### config.mk
export PLATFORM = sky130hd
export DESIGN_NAME = infix_to_postfix_converter
export DESIGN_NICKNAME = d
export VERILOG_FILES = /design/src/i2p_pkg.sv /design/src/infix_to_postfix_converter.sv /design/src/i2p_datapath.sv /design/src/i2p_ctrl.sv
export VERILOG_INCLUDE_DIRS = /design/src /design/src/src
export SDC_FILE = /design/constraint.sdc
export NUM_CORES = 1
export LEC_CHECK = 0
export ABC_CLOCK_PERIOD_IN_PS = 6600
export BUFFER_PORTS_ARGS = -buffer_cell sky130_fd_sc_hd__buf_2
export CORE_ASPECT_RATIO = 1.2
export CORE_MARGIN = 2
export CORE_UTILIZATION = 58
export CTS_BUF_LIST = sky130_fd_sc_hd__clkbuf_16
export DETAILED_ROUTE_END_ITERATION = 8
export MAX_ROUTING_LAYER = met4
export PLACE_DENSITY = 0.77
export SLEW_MARGIN = 20
export SYNTH_ARGS = -nofsm -noshare
export SYNTH_HDL_FRONTEND = slang
export SYNTH_HIERARCHICAL = 1
export SYNTH_SLANG_ARGS = --single-unit
### constraint.sdc
create_clock -name clk -period 6.6 [get_ports clk]
set_input_delay 0.99 -clock clk [delete_from_list [all_inputs] [get_ports clk]]
set_output_delay 0.99 -clock clk [all_outputs]
set_load 0.01 [all_outputs]
### src/infix_to_postfix_converter_macros.svh
// Assertion macros shared by the infix-to-postfix converter RTL.
// Included by modules that check their own logic; needs clk and rst_n in scope.
`ifndef INFIX_TO_POSTFIX_CONVERTER_MACROS_SVH
`define INFIX_TO_POSTFIX_CONVERTER_MACROS_SVH
`ifndef SYNTHESIS
`define I2P_ASSERT(lbl, ante, cons) \
    lbl: assert property (@(posedge clk) disable iff (!rst_n) (ante) |-> (cons)) \
        else $error("i2p assertion failed");
`define I2P_ASSERT_NEXT(lbl, ante, cons) \
    lbl: assert property (@(posedge clk) disable iff (!rst_n) (ante) |=> (cons)) \
        else $error("i2p assertion failed");
`else
`define I2P_ASSERT(lbl, ante, cons)
`define I2P_ASSERT_NEXT(lbl, ante, cons)
`endif
`endif

### src/i2p_pkg.sv
// Shared types, codes and character helpers for the infix-to-postfix converter.
// No dependencies; used by i2p_ctrl, i2p_datapath and the top level.
`default_nettype none

package i2p_pkg;

    // ASCII characters
    localparam logic [7:0] CH_NUL    = 8'h00;
    localparam logic [7:0] CH_TAB    = 8'h09;
    localparam logic [7:0] CH_CR     = 8'h0D;
    localparam logic [7:0] CH_SPACE  = 8'h20;
    localparam logic [7:0] CH_LPAREN = 8'h28;
    localparam logic [7:0] CH_RPAREN = 8'h29;
    localparam logic [7:0] CH_STAR   = 8'h2A;
    localparam logic [7:0] CH_PLUS   = 8'h2B;
    localparam logic [7:0] CH_MINUS  = 8'h2D;
    localparam logic [7:0] CH_SLASH  = 8'h2F;
    localparam logic [7:0] CH_0      = 8'h30;
    localparam logic [7:0] CH_9      = 8'h39;
    localparam logic [7:0] CH_UA     = 8'h41;
    localparam logic [7:0] CH_UZ     = 8'h5A;
    localparam logic [7:0] CH_CARET  = 8'h5E;
    localparam logic [7:0] CH_LA     = 8'h61;
    localparam logic [7:0] CH_LZ     = 8'h7A;

    // Character classes
    localparam logic [2:0] CLS_ALNUM = 3'd0;
    localparam logic [2:0] CLS_SPACE = 3'd1;
    localparam logic [2:0] CLS_OPEN  = 3'd2;
    localparam logic [2:0] CLS_CLOSE = 3'd3;
    localparam logic [2:0] CLS_OPER  = 3'd4;
    localparam logic [2:0] CLS_BAD   = 3'd5;

    // Stack entry codes
    localparam logic [2:0] OP_PAREN = 3'd0;
    localparam logic [2:0] OP_ADD   = 3'd1;
    localparam logic [2:0] OP_SUB   = 3'd2;
    localparam logic [2:0] OP_MUL   = 3'd3;
    localparam logic [2:0] OP_DIV   = 3'd4;
    localparam logic [2:0] OP_POW   = 3'd5;

    // Class of the previous token
    localparam logic [1:0] PREV_START = 2'd0;
    localparam logic [1:0] PREV_OPND  = 2'd1;
    localparam logic [1:0] PREV_CLOSE = 2'd2;
    localparam logic [1:0] PREV_OPER  = 2'd3;

    // Error codes
    localparam logic [1:0] ERR_NONE     = 2'd0;
    localparam logic [1:0] ERR_PAREN    = 2'd1;
    localparam logic [1:0] ERR_OVERFLOW = 2'd2;
    localparam logic [1:0] ERR_BAD_CHAR = 2'd3;

    // Source of an emitted byte
    localparam logic [1:0] SRC_CHAR  = 2'd0;
    localparam logic [1:0] SRC_SPACE = 2'd1;
    localparam logic [1:0] SRC_TOP   = 2'd2;
    localparam logic [1:0] SRC_ZERO  = 2'd3;

    typedef struct packed {
        logic [7:0] data;
        logic       last;
        logic [1:0] err;
    } res_t;

    typedef struct packed {
        logic       latch_in;
        logic       emit;
        logic [1:0] emit_src;
        logic       emit_last;
        logic [1:0] emit_err;
        logic       flush;
        logic       push;
        logic       push_paren;
        logic       pop;
        logic       set_inside;
        logic       clr_inside;
        logic       set_prev;
        logic [1:0] prev_val;
        logic       clear_expr;
        logic       set_discard;
        logic       clr_discard;
    } i2p_cmd_t;

    typedef struct packed {
        logic       emit_ok;
        logic       out_free;
        logic [2:0] cls;
        logic [2:0] op;
        logic       last;
        logic       discarding;
        logic       tok_open;
        logic [1:0] prev;
        logic       cnt_zero;
        logic       full;
        logic       top_paren;
        logic       top_ge;
    } i2p_stat_t;

    function automatic logic [2:0] char_class(input logic [7:0] c);
        logic [2:0] cls;
        if (c inside {[CH_0:CH_9], [CH_UA:CH_UZ], [CH_LA:CH_LZ]})
            cls = CLS_ALNUM;
        else if (c == CH_SPACE || c inside {[CH_TAB:CH_CR]})
            cls = CLS_SPACE;
        else if (c == CH_LPAREN)
            cls = CLS_OPEN;
        else if (c == CH_RPAREN)
            cls = CLS_CLOSE;
        else if (c inside {CH_PLUS, CH_MINUS, CH_STAR, CH_SLASH, CH_CARET})
            cls = CLS_OPER;
        else
            cls = CLS_BAD;
        return cls;
    endfunction

    function automatic logic [2:0] op_code(input logic [7:0] c);
        logic [2:0] code;
        case (c)
            CH_PLUS:  code = OP_ADD;
            CH_MINUS: code = OP_SUB;
            CH_STAR:  code = OP_MUL;
            CH_SLASH: code = OP_DIV;
            CH_CARET: code = OP_POW;
            default:  code = OP_PAREN;
        endcase
        return code;
    endfunction

    function automatic logic [7:0] op_char(input logic [2:0] code);
        logic [7:0] c;
        case (code)
            OP_PAREN: c = CH_LPAREN;
            OP_ADD:   c = CH_PLUS;
            OP_SUB:   c = CH_MINUS;
            OP_MUL:   c = CH_STAR;
            OP_DIV:   c = CH_SLASH;
            OP_POW:   c = CH_CARET;
            default:  c = CH_NUL;
        endcase
        return c;
    endfunction

    function automatic logic [1:0] op_prec(input logic [2:0] code);
        logic [1:0] p;
        case (code)
            OP_ADD, OP_SUB: p = 2'd1;
            OP_MUL, OP_DIV: p = 2'd2;
            OP_POW:         p = 2'd3;
            default:        p = 2'd0;
        endcase
        return p;
    endfunction

endpackage

`default_nettype wire

### src/infix_to_postfix_converter.sv
// Top level of the infix-to-postfix converter (shunting yard, bounded stack).
// Depends on i2p_pkg, i2p_ctrl and i2p_datapath.
//
//   Channel  Signals                               Dir  Moves
//   input    in_valid/in_ready, in_byte, in_last   in   one infix character
//   output   out_valid/out_ready, out_byte,        out  one postfix character
//            out_last, out_error                        or an error marker
//
// Steps: a letter, digit, whitespace or dropped item is accepted, then decoded. An
// operator or parenthesis is accepted, decoded and handled, with a pop and a space
// step per operator popped; an error adds an error step. The final item then closes
// the token, pops each operator with its space, finds the stack empty, flushes the hold.
// A stall on out_ready holds the sequencer in place; no item is taken until the
// current one is done. Reset clears the stack count and flags, not stack entries.
`default_nettype none

module infix_to_postfix_converter #(
    parameter int STACK_DEPTH = 16
) (
    input  wire        clk,
    input  wire        rst_n,
    input  wire        in_valid,
    output logic       in_ready,
    input  wire  [7:0] in_byte,
    input  wire        in_last,
    output logic       out_valid,
    input  wire        out_ready,
    output logic [7:0] out_byte,
    output logic       out_last,
    output logic [1:0] out_error
);
    import i2p_pkg::*;

    // Commands down to the datapath, status back up to the sequencer
    i2p_cmd_t  cmd;
    i2p_stat_t stat;

    i2p_ctrl u_ctrl (
        .clk      (clk),
        .rst_n    (rst_n),
        .in_valid (in_valid),
        .in_ready (in_ready),
        .stat     (stat),
        .cmd      (cmd)
    );

    // Stack, token flags and the result registers
    i2p_datapath #(
        .STACK_DEPTH (STACK_DEPTH)
    ) u_datapath (
        .clk       (clk),
        .rst_n     (rst_n),
        .in_byte   (in_byte),
        .in_last   (in_last),
        .cmd       (cmd),
        .stat      (stat),
        .out_valid (out_valid),
        .out_ready (out_ready),
        .out_byte  (out_byte),
        .out_last  (out_last),
        .out_error (out_error)
    );

endmodule

`default_nettype wire

### src/i2p_datapath.sv
// Datapath of the infix-to-postfix converter: input latch, operator stack,
// token flags, one-deep hold stage and output register. Uses i2p_pkg and the macro header.
`default_nettype none
`include "infix_to_postfix_converter_macros.svh"

module i2p_datapath #(
    parameter int STACK_DEPTH = 16
) (
    input  wire                  clk,
    input  wire                  rst_n,
    input  wire  [7:0]           in_byte,
    input  wire                  in_last,
    input  i2p_pkg::i2p_cmd_t    cmd,
    output i2p_pkg::i2p_stat_t   stat,
    output logic                 out_valid,
    input  wire                  out_ready,
    output logic [7:0]           out_byte,
    output logic                 out_last,
    output logic [1:0]           out_error
);
    import i2p_pkg::*;

    localparam int CNT_W = $clog2(STACK_DEPTH + 1);
    localparam int IDX_W = $clog2(STACK_DEPTH);

    logic [7:0]       byte_reg;
    logic             last_reg;
    logic [2:0]       op_stack_reg [STACK_DEPTH];
    logic [CNT_W-1:0] cnt_reg, cnt_next;
    logic             inside_reg, inside_next;
    logic [1:0]       prev_reg, prev_next;
    logic             discard_reg, discard_next;
    res_t             hold_reg, hold_next;
    logic             hold_valid_reg, hold_valid_next;
    res_t             out_reg, out_next;
    logic             out_valid_reg, out_valid_next;

    logic [IDX_W-1:0] top_idx;
    logic [2:0]       top_code;
    logic [2:0]       cur_op;
    logic             out_free;
    res_t             new_res;

    assign top_idx  = IDX_W'(cnt_reg - CNT_W'(1));
    assign top_code = op_stack_reg[top_idx];
    assign cur_op   = op_code(byte_reg);
    assign out_free = !out_valid_reg || out_ready;

    assign stat.emit_ok    = last_reg ? (!hold_valid_reg || out_free) : out_free;
    assign stat.out_free   = out_free;
    assign stat.cls        = char_class(byte_reg);
    assign stat.op         = cur_op;
    assign stat.last       = last_reg;
    assign stat.discarding = discard_reg;
    assign stat.tok_open   = inside_reg;
    assign stat.prev       = prev_reg;
    assign stat.cnt_zero   = (cnt_reg == '0);
    assign stat.full       = (cnt_reg == CNT_W'(STACK_DEPTH));
    assign stat.top_paren  = (top_code == OP_PAREN);
    assign stat.top_ge     = (op_prec(top_code) >= op_prec(cur_op));

    // Latch the accepted item
    always_ff @(posedge clk)
    begin
        if (cmd.latch_in)
        begin
            byte_reg <= in_byte;
            last_reg <= in_last;
        end
    end

    // Operator stack storage, no reset
    always_ff @(posedge clk)
    begin
        if (cmd.push)
            op_stack_reg[cnt_reg[IDX_W-1:0]] <= cmd.push_paren ? OP_PAREN : cur_op;
    end

    always_comb
    begin
        case (cmd.emit_src)
            SRC_CHAR:  new_res.data = byte_reg;
            SRC_SPACE: new_res.data = CH_SPACE;
            SRC_TOP:   new_res.data = op_char(top_code);
            SRC_ZERO:  new_res.data = CH_NUL;
            default:   new_res.data = CH_NUL;
        endcase
        new_res.last = cmd.emit_last;
        new_res.err  = cmd.emit_err;
    end

    always_comb
    begin
        cnt_next        = cnt_reg;
        inside_next     = inside_reg;
        prev_next       = prev_reg;
        discard_next    = discard_reg;
        hold_next       = hold_reg;
        hold_valid_next = hold_valid_reg;
        out_next        = out_reg;
        out_valid_next  = out_valid_reg && !out_ready;

        if (cmd.push)
            cnt_next = cnt_reg + CNT_W'(1);
        else if (cmd.pop)
            cnt_next = cnt_reg - CNT_W'(1);
        if (cmd.set_inside)
            inside_next = 1'b1;
        if (cmd.clr_inside)
            inside_next = 1'b0;
        if (cmd.set_prev)
            prev_next = cmd.prev_val;
        if (cmd.clear_expr)
        begin
            cnt_next    = '0;
            inside_next = 1'b0;
            prev_next   = PREV_START;
        end
        if (cmd.set_discard)
            discard_next = 1'b1;
        if (cmd.clr_discard)
            discard_next = 1'b0;

        // Results of a final item pass through the hold stage so that the
        // closing mark can be set on whichever result turns out to be last
        if (cmd.emit && !last_reg)
        begin
            out_next       = new_res;
            out_valid_next = 1'b1;
        end
        else if (cmd.emit)
        begin
            if (hold_valid_reg)
            begin
                out_next       = hold_reg;
                out_valid_next = 1'b1;
            end
            hold_next       = new_res;
            hold_valid_next = 1'b1;
        end
        else if (cmd.flush)
        begin
            if (hold_valid_reg)
            begin
                out_next      = hold_reg;
                out_next.last = 1'b1;
            end
            else
            begin
                out_next.data = CH_NUL;
                out_next.last = 1'b1;
                out_next.err  = ERR_NONE;
            end
            out_valid_next  = 1'b1;
            hold_valid_next = 1'b0;
        end
    end

    always_ff @(posedge clk or negedge rst_n)
    begin
        if (!rst_n)
        begin
            cnt_reg        <= '0;
            inside_reg     <= 1'b0;
            prev_reg       <= PREV_START;
            discard_reg    <= 1'b0;
            hold_valid_reg <= 1'b0;
            out_valid_reg  <= 1'b0;
        end
        else
        begin
            cnt_reg        <= cnt_next;
            inside_reg     <= inside_next;
            prev_reg       <= prev_next;
            discard_reg    <= discard_next;
            hold_valid_reg <= hold_valid_next;
            out_valid_reg  <= out_valid_next;
        end
    end

    always_ff @(posedge clk)
    begin
        hold_reg <= hold_next;
        out_reg  <= out_next;
    end

    assign out_valid = out_valid_reg;
    assign out_byte  = out_reg.data;
    assign out_last  = out_reg.last;
    assign out_error = out_reg.err;

    `I2P_ASSERT(a_cnt_range, 1'b1, cnt_reg <= CNT_W'(STACK_DEPTH))
    `I2P_ASSERT(a_push_room, cmd.push, cnt_reg != CNT_W'(STACK_DEPTH))
    `I2P_ASSERT(a_pop_nonempty, cmd.pop, cnt_reg != '0)
    `I2P_ASSERT(a_emit_slot, cmd.emit || cmd.flush, out_free || (last_reg && !hold_valid_reg))
    `I2P_ASSERT(a_hold_final, hold_valid_reg, last_reg)
    `I2P_ASSERT_NEXT(a_flush_empties, cmd.flush, !hold_valid_reg && out_valid_reg)

endmodule

`default_nettype wire

### src/i2p_ctrl.sv
// Sequencer of the infix-to-postfix converter: decides per item which results
// to emit and how the stack moves. Uses i2p_pkg; drives i2p_datapath commands.
`default_nettype none

module i2p_ctrl (
    input  wire                 clk,
    input  wire                 rst_n,
    input  wire                 in_valid,
    output logic                in_ready,
    input  i2p_pkg::i2p_stat_t  stat,
    output i2p_pkg::i2p_cmd_t   cmd
);
    import i2p_pkg::*;

    localparam logic [3:0] ST_IDLE      = 4'd0;
    localparam logic [3:0] ST_DISPATCH  = 4'd1;
    localparam logic [3:0] ST_BODY      = 4'd2;
    localparam logic [3:0] ST_POP_SP    = 4'd3;
    localparam logic [3:0] ST_FIN_CLOSE = 4'd4;
    localparam logic [3:0] ST_FIN_POP   = 4'd5;
    localparam logic [3:0] ST_FIN_SP    = 4'd6;
    localparam logic [3:0] ST_ERR       = 4'd7;
    localparam logic [3:0] ST_FLUSH     = 4'd8;

    logic [3:0] state_reg, state_next;
    logic [1:0] err_reg, err_next;
    logic [3:0] end_state;

    assign end_state = stat.last ? ST_FIN_CLOSE : ST_IDLE;
    assign in_ready  = (state_reg == ST_IDLE);

    always_comb
    begin
        cmd        = '0;
        state_next = state_reg;
        err_next   = err_reg;

        case (state_reg)
            ST_IDLE:
            begin
                if (in_valid)
                begin
                    cmd.latch_in = 1'b1;
                    state_next   = ST_DISPATCH;
                end
            end

            ST_DISPATCH:
            begin
                if (stat.discarding)
                begin
                    if (stat.last)
                    begin
                        cmd.clr_discard = 1'b1;
                        cmd.clear_expr  = 1'b1;
                    end
                    state_next = ST_IDLE;
                end
                else
                begin
                    case (stat.cls)
                        CLS_ALNUM:
                        begin
                            if (stat.emit_ok)
                            begin
                                cmd.emit       = 1'b1;
                                cmd.emit_src   = SRC_CHAR;
                                cmd.set_inside = 1'b1;
                                cmd.set_prev   = 1'b1;
                                cmd.prev_val   = PREV_OPND;
                                state_next     = end_state;
                            end
                        end
                        CLS_SPACE:
                        begin
                            if (!stat.tok_open)
                                state_next = end_state;
                            else if (stat.emit_ok)
                            begin
                                cmd.emit       = 1'b1;
                                cmd.emit_src   = SRC_SPACE;
                                cmd.clr_inside = 1'b1;
                                state_next     = end_state;
                            end
                        end
                        CLS_BAD:
                        begin
                            err_next   = ERR_BAD_CHAR;
                            state_next = ST_ERR;
                        end
                        default:
                        begin
                            // close an open token before any operator work
                            if (!stat.tok_open)
                                state_next = ST_BODY;
                            else if (stat.emit_ok)
                            begin
                                cmd.emit       = 1'b1;
                                cmd.emit_src   = SRC_SPACE;
                                cmd.clr_inside = 1'b1;
                                state_next     = ST_BODY;
                            end
                        end
                    endcase
                end
            end

            ST_BODY:
            begin
                case (stat.cls)
                    CLS_OPEN:
                    begin
                        if (stat.full)
                        begin
                            err_next   = ERR_OVERFLOW;
                            state_next = ST_ERR;
                        end
                        else
                        begin
                            cmd.push       = 1'b1;
                            cmd.push_paren = 1'b1;
                            cmd.set_prev   = 1'b1;
                            cmd.prev_val   = PREV_OPER;
                            state_next     = end_state;
                        end
                    end
                    CLS_CLOSE:
                    begin
                        if (stat.cnt_zero)
                        begin
                            err_next   = ERR_PAREN;
                            state_next = ST_ERR;
                        end
                        else if (stat.top_paren)
                        begin
                            cmd.pop      = 1'b1;
                            cmd.set_prev = 1'b1;
                            cmd.prev_val = PREV_CLOSE;
                            state_next   = end_state;
                        end
                        else if (stat.emit_ok)
                        begin
                            cmd.emit     = 1'b1;
                            cmd.emit_src = SRC_TOP;
                            cmd.pop      = 1'b1;
                            state_next   = ST_POP_SP;
                        end
                    end
                    CLS_OPER:
                    begin
                        if (stat.op == OP_SUB &&
                            (stat.prev == PREV_START || stat.prev == PREV_OPER))
                        begin
                            // sign: opens an operand token
                            if (stat.emit_ok)
                            begin
                                cmd.emit       = 1'b1;
                                cmd.emit_src   = SRC_CHAR;
                                cmd.set_inside = 1'b1;
                                cmd.set_prev   = 1'b1;
                                cmd.prev_val   = PREV_OPER;
                                state_next     = end_state;
                            end
                        end
                        else if (!stat.cnt_zero && !stat.top_paren && stat.top_ge)
                        begin
                            if (stat.emit_ok)
                            begin
                                cmd.emit     = 1'b1;
                                cmd.emit_src = SRC_TOP;
                                cmd.pop      = 1'b1;
                                state_next   = ST_POP_SP;
                            end
                        end
                        else if (stat.full)
                        begin
                            err_next   = ERR_OVERFLOW;
                            state_next = ST_ERR;
                        end
                        else
                        begin
                            cmd.push     = 1'b1;
                            cmd.set_prev = 1'b1;
                            cmd.prev_val = PREV_OPER;
                            state_next   = end_state;
                        end
                    end
                    default:
                    begin
                        state_next = ST_IDLE;
                    end
                endcase
            end

            ST_POP_SP:
            begin
                if (stat.emit_ok)
                begin
                    cmd.emit     = 1'b1;
                    cmd.emit_src = SRC_SPACE;
                    state_next   = ST_BODY;
                end
            end

            ST_FIN_CLOSE:
            begin
                if (!stat.tok_open)
                    state_next = ST_FIN_POP;
                else if (stat.emit_ok)
                begin
                    cmd.emit       = 1'b1;
                    cmd.emit_src   = SRC_SPACE;
                    cmd.clr_inside = 1'b1;
                    state_next     = ST_FIN_POP;
                end
            end

            ST_FIN_POP:
            begin
                if (stat.cnt_zero)
                    state_next = ST_FLUSH;
                else if (stat.top_paren)
                begin
                    err_next   = ERR_PAREN;
                    state_next = ST_ERR;
                end
                else if (stat.emit_ok)
                begin
                    cmd.emit     = 1'b1;
                    cmd.emit_src = SRC_TOP;
                    cmd.pop      = 1'b1;
                    state_next   = ST_FIN_SP;
                end
            end

            ST_FIN_SP:
            begin
                if (stat.emit_ok)
                begin
                    cmd.emit     = 1'b1;
                    cmd.emit_src = SRC_SPACE;
                    state_next   = ST_FIN_POP;
                end
            end

            ST_ERR:
            begin
                if (stat.emit_ok)
                begin
                    cmd.emit        = 1'b1;
                    cmd.emit_src    = SRC_ZERO;
                    cmd.emit_last   = 1'b1;
                    cmd.emit_err    = err_reg;
                    cmd.clear_expr  = 1'b1;
                    cmd.set_discard = !stat.last;
                    state_next      = stat.last ? ST_FLUSH : ST_IDLE;
                end
            end

            ST_FLUSH:
            begin
                if (stat.out_free)
                begin
                    cmd.flush      = 1'b1;
                    cmd.clear_expr = 1'b1;
                    state_next     = ST_IDLE;
                end
            end

            default:
            begin
                state_next = ST_IDLE;
            end
        endcase
    end

    always_ff @(posedge clk or negedge rst_n)
    begin
        if (!rst_n)
        begin
            state_reg <= ST_IDLE;
            err_reg   <= ERR_NONE;
        end
        else
        begin
            state_reg <= state_next;
            err_reg   <= err_next;
        end
    end

endmodule

`default_nettype wire

; Word level (Yosys, flattened, before mapping)
; Memories as Yosys holds them, arrays and structs flattened.
; Cells that the tools add are included.
[op_classes]
add_sub_neg = 2
n_mul = 0
div_mod_pow = 0
magnitude_cmp = 9
eq_ne = 49
n_shift = 0
muxes = 126
bitwise_logic = 1
reduce_logical = 45
[op_table]
columns = operator, count
row1 = 4-bit two-way mux, 20
row2 = 3-bit two-way mux, 23
row3 = "8-bit by 6-bit == test with 1-bit output, second input constant", 7
row4 = 11-bit two-way mux, 5
row5 = 7-bit case mux with 6 select lines, 1
row6 = 1-bit two-way mux, 39
row7 = 4-bit case mux with 9 select lines, 1
row8 = 8-bit case mux with 4 select lines, 1
row9 = 2-bit two-way mux, 13
row10 = 2-bit case mux with 3 select lines, 4
row11 = 4-bit case mux with 3 select lines, 2
row12 = 5-bit two-way mux, 4
row13 = "3-bit by 2-bit == test with 1-bit output, second input constant", 6
row14 = "3-bit == test, second input constant", 6
row15 = 3-bit case mux with 2 select lines, 3
row16 = 3-bit case mux with 6 select lines, 1
row17 = "4-bit by 3-bit == test with 1-bit output, second input constant", 4
row18 = "8-bit by 7-bit greater-or-equal comparator with 1-bit output, second input constant", 2
row19 = "8-bit by 7-bit less-or-equal comparator with 1-bit output, second input constant", 2
row20 = 3-bit case mux with 5 select lines, 1
row21 = 3-bit nonzero test, 5
row22 = 2-bit OR reduction, 6
row23 = "2-bit inequality test, second input constant", 5
row24 = 1-bit case mux with 2 select lines, 5
row25 = 36 further kinds, 66
[word_totals]
reg_bits = 48
latchBits = 0
ram_bits = 48
mem_bits_ro = 0
output_inout_bits = 13
elab_cells = 249
n_memories = 1
[memory_table]
columns = memory, depth, width, rd, rd_ports_with_merged_regs, write_ports, line_no
row1 = u_datapath.op_stack_reg, 16, 3, 1, 0, 1, i2p_datapath.sv:28  ; logic [2:0] op_stack_reg [STACK_DEPTH];

; Depth between registers and ports, before layout
; Gate-level depths: netlist of the first run.
[depth]
ltp_word = 15
mapped_depth = 23

; Cells and area by module
; The synthesis of the first run kept the hierarchy.
[modules_own_cells]
columns = mod, instances, cells_each, area_per_inst_um2, seq_area_each_um2
row1 = i2p_datapath, 1, 330, 4335.4, 2647.5
row2 = i2p_ctrl, 1, 168, 1238.7, 150.1

; Worst setup path after synthesis of the first run
; No wires, ideal clock.
[synth_timing]
kind = register to register
start = register u_datapath.cnt_reg[0]
end = register u_datapath.out_reg, in the netlist u_datapath/out_byte[2] (data pin)
setup_time_ns = 0.142
arrival_ns = 4.830
required_time_ns = 6.458
slack_ns = 1.628
path_stages_with_launch = 22
n_path_buf = 5
period_less_slack_ns = 4.972
cell_sequence = dfrtp_1 -> buf_6 -> buf_2 -> inv_1 -> ha_1 -> clkbuf_1 -> mux4_2 -> a211oi_4 -> o21a_1 -> a21oi_1 -> ha_1 -> nand2b_1 -> a21o_1 -> or3b_1 -> a21oi_1 -> o21ai_0 -> nand4b_1 -> clkbuf_1 -> and2_1 -> clkbuf_1 -> o21ai_0 -> o21ai_2
[synth_rtl]
columns = item, line_no
row1 = from (decl), i2p_datapath.sv:29  ; logic [CNT_W-1:0] cnt_reg, cnt_next;
row2 = from (signal assigned), i2p_datapath.sv:172  ; cnt_reg <= cnt_next;
row3 = to (signal assigned), i2p_datapath.sv:184  ; out_reg <= out_next;
row4 = to (decl), i2p_datapath.sv:35  ; res_t out_reg, out_next;

==> summary.txt, run 1 <==
Outcome
  – Status: complete, no violations

Drt
  – Antenna-violating nets left: 0
  – Wire length per cell: slightly below 20 um
  – First drt pass iteration count: 5
  – Vias per cell: between 6 and 7
  – Via count: 4015
  – Initial DRC count: 311
  – Routed wire length: about 12 mm
  – DRC: 0

Clock network
  – Hold_buf cts: 0
  – TritonCTS clock tree: built
  – TritonCTS Sinks: between 90 and 100
  – CTS max path bufs: 2
  – Setup Buffers After CTS: 0
  – Worst-Skew Late Latency: 0.35 ns
  – Htree depth: 3
  – Post_cts resized: 0
  – CTS root buf: clkbuf_16
  – Cts bufs inserted: 9
  – Clock transition at the registers of the reported paths: ~0.07 ns

Synthesis
  – Syn_area_per_cell: between 10 and 15 um2
  – Post-Synth XOR/XNOR Area: 0.0123
  – Post-synth net total: 518
  – Post-synthesis register bit count: 96
  – Complex-gate fraction of the synthesized area: 0.135
  – Area of the mapped netlist: 5570 um2
  – Cells after Synth: around 500
  – Warnings from Yosys: 6
  – Top FF cell, synth: edfxtp_1
  – Simple-gate share of the synthesized area: 0.197
  – Largest family of logic cells by synthesized area: simple AND/OR/NAND/NOR gates
  – Sequential share of the synthesized area: 0.502
  – FFs w/ async S/R, synth: 0.177
  – Mux cell area share after synthesis: 0.0857
  – Post-synthesis adder-cell area fraction: 0.0157
  – Post-synth EDFFs: 79
  – Cell variety after synth: 84

Power
  – PD cells: approximately 490 nW/um2
  – Lkg Pwr: 0.00209 uW
  – Internal: 1750 uW
  – Gate power share: 0.486
  – Switching share of power: 0.411
  – Net Sw Power: 1220 uW
  – Maximum VDD drop: about 0.00022 V
  – Sequential Power Share: 0.317
  – Clk network pwr share: 0.196

Layout
  – Most common cell after layout, fill and taps aside: edfxtp_1
  – Highest-count cells in the layout ignoring fill and taps: edfxtp_1, nor2_1, nand2_1
  – Number of diodes: 0
  – Share of layout cells above drive strength 1: 0.180
  – Layout overhead on the synthesized area: 7.72%
  – Max reg flops: 48
  – Number of nets in the layout: between 500 and 600

Worst setup path
  – Worst reg2reg setup slack: between 1 and 1.5 ns
  – Setup CP Type: reg -> reg
  – R2r startpoint: u_datapath/cnt_reg[0]
  – CP required: roughly 6.7 ns
  – Crit-path max cell delay: slightly below 0.7 ns
  – CP max-delay cell: ha_1
  – Worst Path Arrival: between 5 and 6 ns
  – Top cell family by delay on the critical path: simple AND/OR/NAND/NOR gates
  – R2r worst-path depth: 20
  – WP buf/inv: 2
  – R2r endpoint: u_datapath/out_byte[0]
  – CP endpoint kind: flip-flop
  – Critical Path Fanout Max: 19
  – Worst setup SP type: flip-flop
  – Crit-path cells: buf_4, inv_1, ha_1, mux4_2, o22ai_1, o21a_1, a21oi_1, ha_1, nand2b_1, a21o_1, or3b_1, nor3_1, o21ai_0, nand3_1, nor2_1, nand2_1, o21ai_0, a22oi_1, and2_1, a31oi_1

Timing
  – Final Max Tran Viols: 0
  – Fin. Hold Viols: 0
  – RSZ-0062 raised after global routing: no
  – Setup total negative slack: 0 ns
  – Least-Margin Pin Slew: approximately 1.1 ns
  – Setup violators final: 0
  – Layout Skew: 0.00886 ns
  – Tmin final: 5.42 ns
  – Slew HR: 0.281
  – Part of the cycle the worst path needs: 0.821
  – Min Hold Slack: 0.492 ns
  – Max frequency: 184 MHz

Min path
  – Hold Path End: u_ctrl/err_reg[0]
  – Hold WC Path Type: reg -> reg
  – Min-Delay Startpoint: u_ctrl/err_reg[0]
  – Hold Path Depth: 1

GRT
  – GR Util met2: 0.442
  – Largest net degree at the start of global routing: 21
  – First-pass GRT wire length: 20.4 mm
  – Number of antenna violations at the first check in global routing: 0
  – Met1 Usage GRT: 0.305
  – Total global routing track utilization: 0.261
  – Grt ovf: 0
  – Vias in the first global route: between 4000 and 5000
  – Gr busiest metal: met2
  – Met3 usage in global routing: 0.0345

Die
  – Die height: 111 um
  – FP Rows: 39
  – Chip width: 93.5 um
  – CORE AREA: 9420 um2
  – DIE AREA: between 10000 and 15000 um2
  – I/O pins: 26
  – Initial Util: 0.592

Place
  – Post-DP HPWL: 8.51 mm
  – Gp weighted congestion: just under 0.9
  – Port buffer count: 25

Job
  – Maxcap violations: 0
## final cells by class
type                    count  area, um2
repair buffers             31        170
clock inverters             7        115
multi-input cells         353       2490
fillers                   739       3410
flip-flops and latches     96       2800
inverters                  14       52.6
clock buffers               9        225
well taps                 123        154
## cells in the mapped netlist (9+ instances only)
master,number,area (um2)
a21oi_1,20,100
clkbuf_1,15,56.3
dfrtp_1,17,425
edfxtp_1,79,2370
inv_1,14,52.6
mux2i_1,10,100
mux4_2,11,248
nand2_1,35,131
nand2b_1,13,81.3
nand3_1,9,45.0
nor2_1,54,203
nor2b_1,14,87.6
nor3_1,17,85.1
o21ai_0,25,125
## kinds of logic (layout without fill, tap and decap cells)
kind of cell	after synthesis	count (layout)
adders and majority gates	7	7
and+or+nand+nor	200	200
AOI/OAI and AO/OA	109	109
xor gates and xnor gates	7	7
muxes	30	30
buffers and inverters	49	61
DFF	96	96
## stage by stage
stage | utilization | std cells | instance area (um2) | power, uW | setup WS, ns
after CTS | 0.637 | 633 | 6000 | 2960 | 1.20
after floorplan | - | 498 | 5570 | 2100 | 1.63
after global routing | 0.638 | 633 | 6000 | 3160 | 0.680
final | 0.638 | 633 | 6000 | 2970 | 1.18
after detailed placement | 0.601 | 617 | 5660 | 2360 | 1.24
after global placement | 0.601 | 617 | 5660 | 2320 | 1.53
## worst max path at each step
stage / startpoint / to / slack, ns / cells after the start
2_1_floorplan: u_datapath/cnt_reg[0] / u_datapath/out_byte[2] / 1.63 / 21
3_3_place_gp: u_datapath/cnt_reg[0] / u_datapath/out_byte[7] / 1.53 / 19
5_1_grt: u_datapath/cnt_reg[0] / u_datapath/out_byte[0] / 0.68 / 18
4_1_cts: u_datapath/cnt_reg[0] / u_datapath/out_byte[0] / 1.20 / 18
6_report: u_datapath/cnt_reg[0] / u_datapath/out_byte[0] / 1.18 / 20
3_5_place_dp: u_datapath/cnt_reg[0] / u_datapath/out_byte[0] / 1.24 / 18
## power groups by stage
stage               registers, uW  logic [uW]  clock network [uW]
floorplan                     902        1200                   0
global placement              950        1370                   0
detailed placement            954        1410                   0
CTS                           940        1420                 592
global route                  962        1590                 611
finish                        942        1440                 583
## per-layer routing
layer | vias to the layer above | wire length, um
li1 | 1872 | -
met1 | 1941 | 4750
met2 | 161 | 6450
met3 | 41 | 664
met4 | 0 | 441
met5 | - | 0
No activity file was read; power rests on OpenSTA's default activity.
==> inputs of run 2 (changes only) <==
--- a/config.mk
+++ b/config.mk
@@ -6,7 +6,7 @@
 export SDC_FILE = /design/constraint.sdc
 export NUM_CORES = 1
 export LEC_CHECK = 0
-export ABC_CLOCK_PERIOD_IN_PS = 6600
+export ABC_CLOCK_PERIOD_IN_PS = 5500
 export BUFFER_PORTS_ARGS = -buffer_cell sky130_fd_sc_hd__buf_2
 export CORE_ASPECT_RATIO = 1.2
 export CORE_MARGIN = 2
==> constraint.sdc (replaced) <==
create_clock -name clk -period 5.5 [get_ports clk]
set_input_delay 0.825 -clock clk [delete_from_list [all_inputs] [get_ports clk]]
set_output_delay 0.825 -clock clk [all_outputs]
set_load 0.01 [all_outputs]
==> summary.txt, run 2 (synthesis gave the netlist of run 1 again) <==
Clock network
  – TritonCTS clock tree: built
  – CTS max path bufs: 2 (unchanged)
  – Htree depth: 3 (unchanged)
  – Setup Buffers After CTS: 0 (unchanged)
  – Hold_buf cts: 0 (unchanged)
  – Clock transition at the registers of the reported paths: 0.07 ns (about the same)
  – Cts bufs inserted: 9 (unchanged)
  – TritonCTS Sinks: 96 (unchanged)
  – CTS root buf: clkbuf_16
  – Worst-Skew Late Latency: 0.34 ns (about the same)

GRT
  – Grt ovf: 0 (unchanged)
  – Vias in the first global route: 4067 (+1.6%)
  – First-pass GRT wire length: 19.9 mm (-2.5%)
  – Number of antenna violations at the first check in global routing: 0 (unchanged)
  – Total global routing track utilization: 0.254 (-0.00689)
  – Largest net degree at the start of global routing: 21 (unchanged)

Min path
  – Hold WC Path Type: in -> async

Worst setup path
  – WP buf/inv: 2 (unchanged)
  – Setup CP Type: reg -> reg
  – Worst reg2reg setup slack: 0.47 ns (-0.71 ns)
  – Worst setup SP type: flip-flop
  – CP required: 5.60 ns (-1.09 ns)
  – Crit-path cells: inv_1, ha_1, mux4_2, nor2b_1, a211oi_4, o21a_1, a21oi_1, ha_1, nand2b_1, a21o_1, or3b_1, nor3_1, o21ai_0, nand3_1, buf_4, nor2_1, and2_1, mux2_2, a22o_1
  – R2r startpoint: u_datapath/cnt_reg[1]
  – Crit-path max cell delay: 0.68 ns (about the same)
  – Top cell family by delay on the critical path: simple AND/OR/NAND/NOR gates
  – Worst Path Arrival: 5.13 ns (-0.38 ns)
  – CP endpoint kind: flip-flop
  – R2r endpoint: u_datapath/out_byte[7]
  – Most common cell on crit path: ha_1
  – CP max-delay cell: ha_1
  – R2r worst-path depth: 19 (-5.0%)
  – Critical Path Fanout Max: 15 (-4)

Layout
  – Number of diodes: 0 (unchanged)
  – Layout overhead on the synthesized area: 6.85%
  – Finished Core Util: 0.632 (-0.00518)
  – Most common cell after layout, fill and taps aside: edfxtp_1
  – Max reg flops: 48 (unchanged)
  – Share of layout cells above drive strength 1: 0.187 (+0.00674)
  – Fill cell count: 728 (-1.5%)
  – Highest-count cells in the layout ignoring fill and taps: edfxtp_1, nor2_1, nand2_1
  – Number of nets in the layout: 528 (+0.57%)

Drt
  – Vias per cell: 6.28 (-0.94%)
  – DRC: 0 (unchanged)
  – Via count: 3996 (-0.47%)
  – Initial DRC count: 295 (-5.1%)
  – Antenna-violating nets left: 0 (unchanged)
  – Wire length per cell: 19.0 um (-2.4%)
  – First drt pass iteration count: 5 (unchanged)
  – Routed wire length: 12.1 mm (-1.9%)

Timing
  – RSZ-0062 raised after global routing: no
  – Slew HR: 0.297 (+0.0165)
  – Layout Skew: 0.00883 ns (-0.0000352 ns)
  – Final Max Tran Viols: 0 (unchanged)
  – Setup violators final: 0 (unchanged)
  – Tmin final: 5.03 ns (-0.388 ns)
  – Max frequency: 199 MHz (+7.7%)
  – Setup total negative slack: 0 ns (unchanged)
  – Part of the cycle the worst path needs: 0.915 (+0.0937)
  – Fin. Hold Viols: 0 (unchanged)
  – Least-Margin Pin Slew: 1.05 ns (-0.0248 ns)

Die
  – Initial Util: 0.592 (unchanged)
  – I/O pins: 26 (unchanged)
  – DIE AREA: 10400 um2 (unchanged)
  – Chip width: 93.5 um (unchanged)
  – CORE AREA: 9420 um2 (unchanged)
  – FP Rows: 39 (unchanged)
  – Die height: 111 um (unchanged)

Outcome
  – Status: complete, no violations

Place
  – Post-DP HPWL: 8.63 mm (+1.5%)
  – Gp weighted congestion: 0.896 (+0.21%)
  – Port buffer count: 25 (unchanged)

Power
  – Maximum VDD drop: 0.000341 V (+58%)
  – Lkg Pwr: 0.00208 uW (-0.44%)
  – Final Total Pwr: 3440 uW (+16%)
  – PD cells: 577 nW/um2 (+17%)

Job
  – Maxcap violations: 0 (unchanged)
## run 2: power by group
part           leakage [uW]  switching (uW)  internal, uW
Clock              0.000136             269           306
Sequential         0.000894             152           980
Combinational       0.00105            1010           721
## run 2: repair_timing
| action | 4_1_cts | 5_1_grt |
|---|---|---|
| hold endpoints to repair | 0 | 0 |
| setup endpoints to repair | 0 | 3 |
| gates resized for setup | 0 | 2 |
## run 2: cell type report
class                      instances  area, um2  share of cell area
sequential                        96       2800               0.470
multi-input combinational        353       2490               0.418
clock buffer                       9        225              0.0378
timing repair buffer              34        193              0.0324
tap                              123        154              0.0258
inverter                          14       52.6             0.00882
clock inverter                     7       45.0             0.00756
## run 2: through the flow
step	hold slack, ns	setup WS [ns]	cells	instance area [um2]
6_report	0.402	0.468	636	5960
5_1_grt	0.437	0.0195	636	5960
4_1_cts	0.410	0.349	636	5950
3_5_place_dp	0.477	0.375	620	5680
3_3_place_gp	0.474	0.625	620	5680
2_1_floorplan	0.456	0.528	498	5570
## run 2: metal layers
| layer | part of all wire | track usage | up-vias |
|---|---|---|---|
| li1 | - | - | 1878 |
| met1 | 0.38 | 0.300 | 1941 |
| met2 | 0.54 | 0.424 | 150 |
| met3 | 0.054 | 0.0426 | 27 |
| met4 | 0.026 | 0.117 | 0 |
| met5 | 0 | - | - |
## run 2: how the worst max path moves through the flow
stage / start / end / slack, ns / cells past startpoint
after floorplan: u_datapath/cnt_reg[0] / u_datapath/out_byte[2] / 0.53 / 21
after global placement: u_datapath/cnt_reg[1] / u_datapath/out_byte[0] / 0.63 / 18
after detailed placement: u_datapath/cnt_reg[1] / u_datapath/out_byte[0] / 0.38 / 18
after CTS: u_datapath/cnt_reg[1] / u_datapath/out_byte[0] / 0.35 / 18
after global routing: u_datapath/cnt_reg[1] / u_datapath/out_byte[0] / 0.02 / 18
final: u_datapath/cnt_reg[1] / u_datapath/out_byte[7] / 0.47 / 19
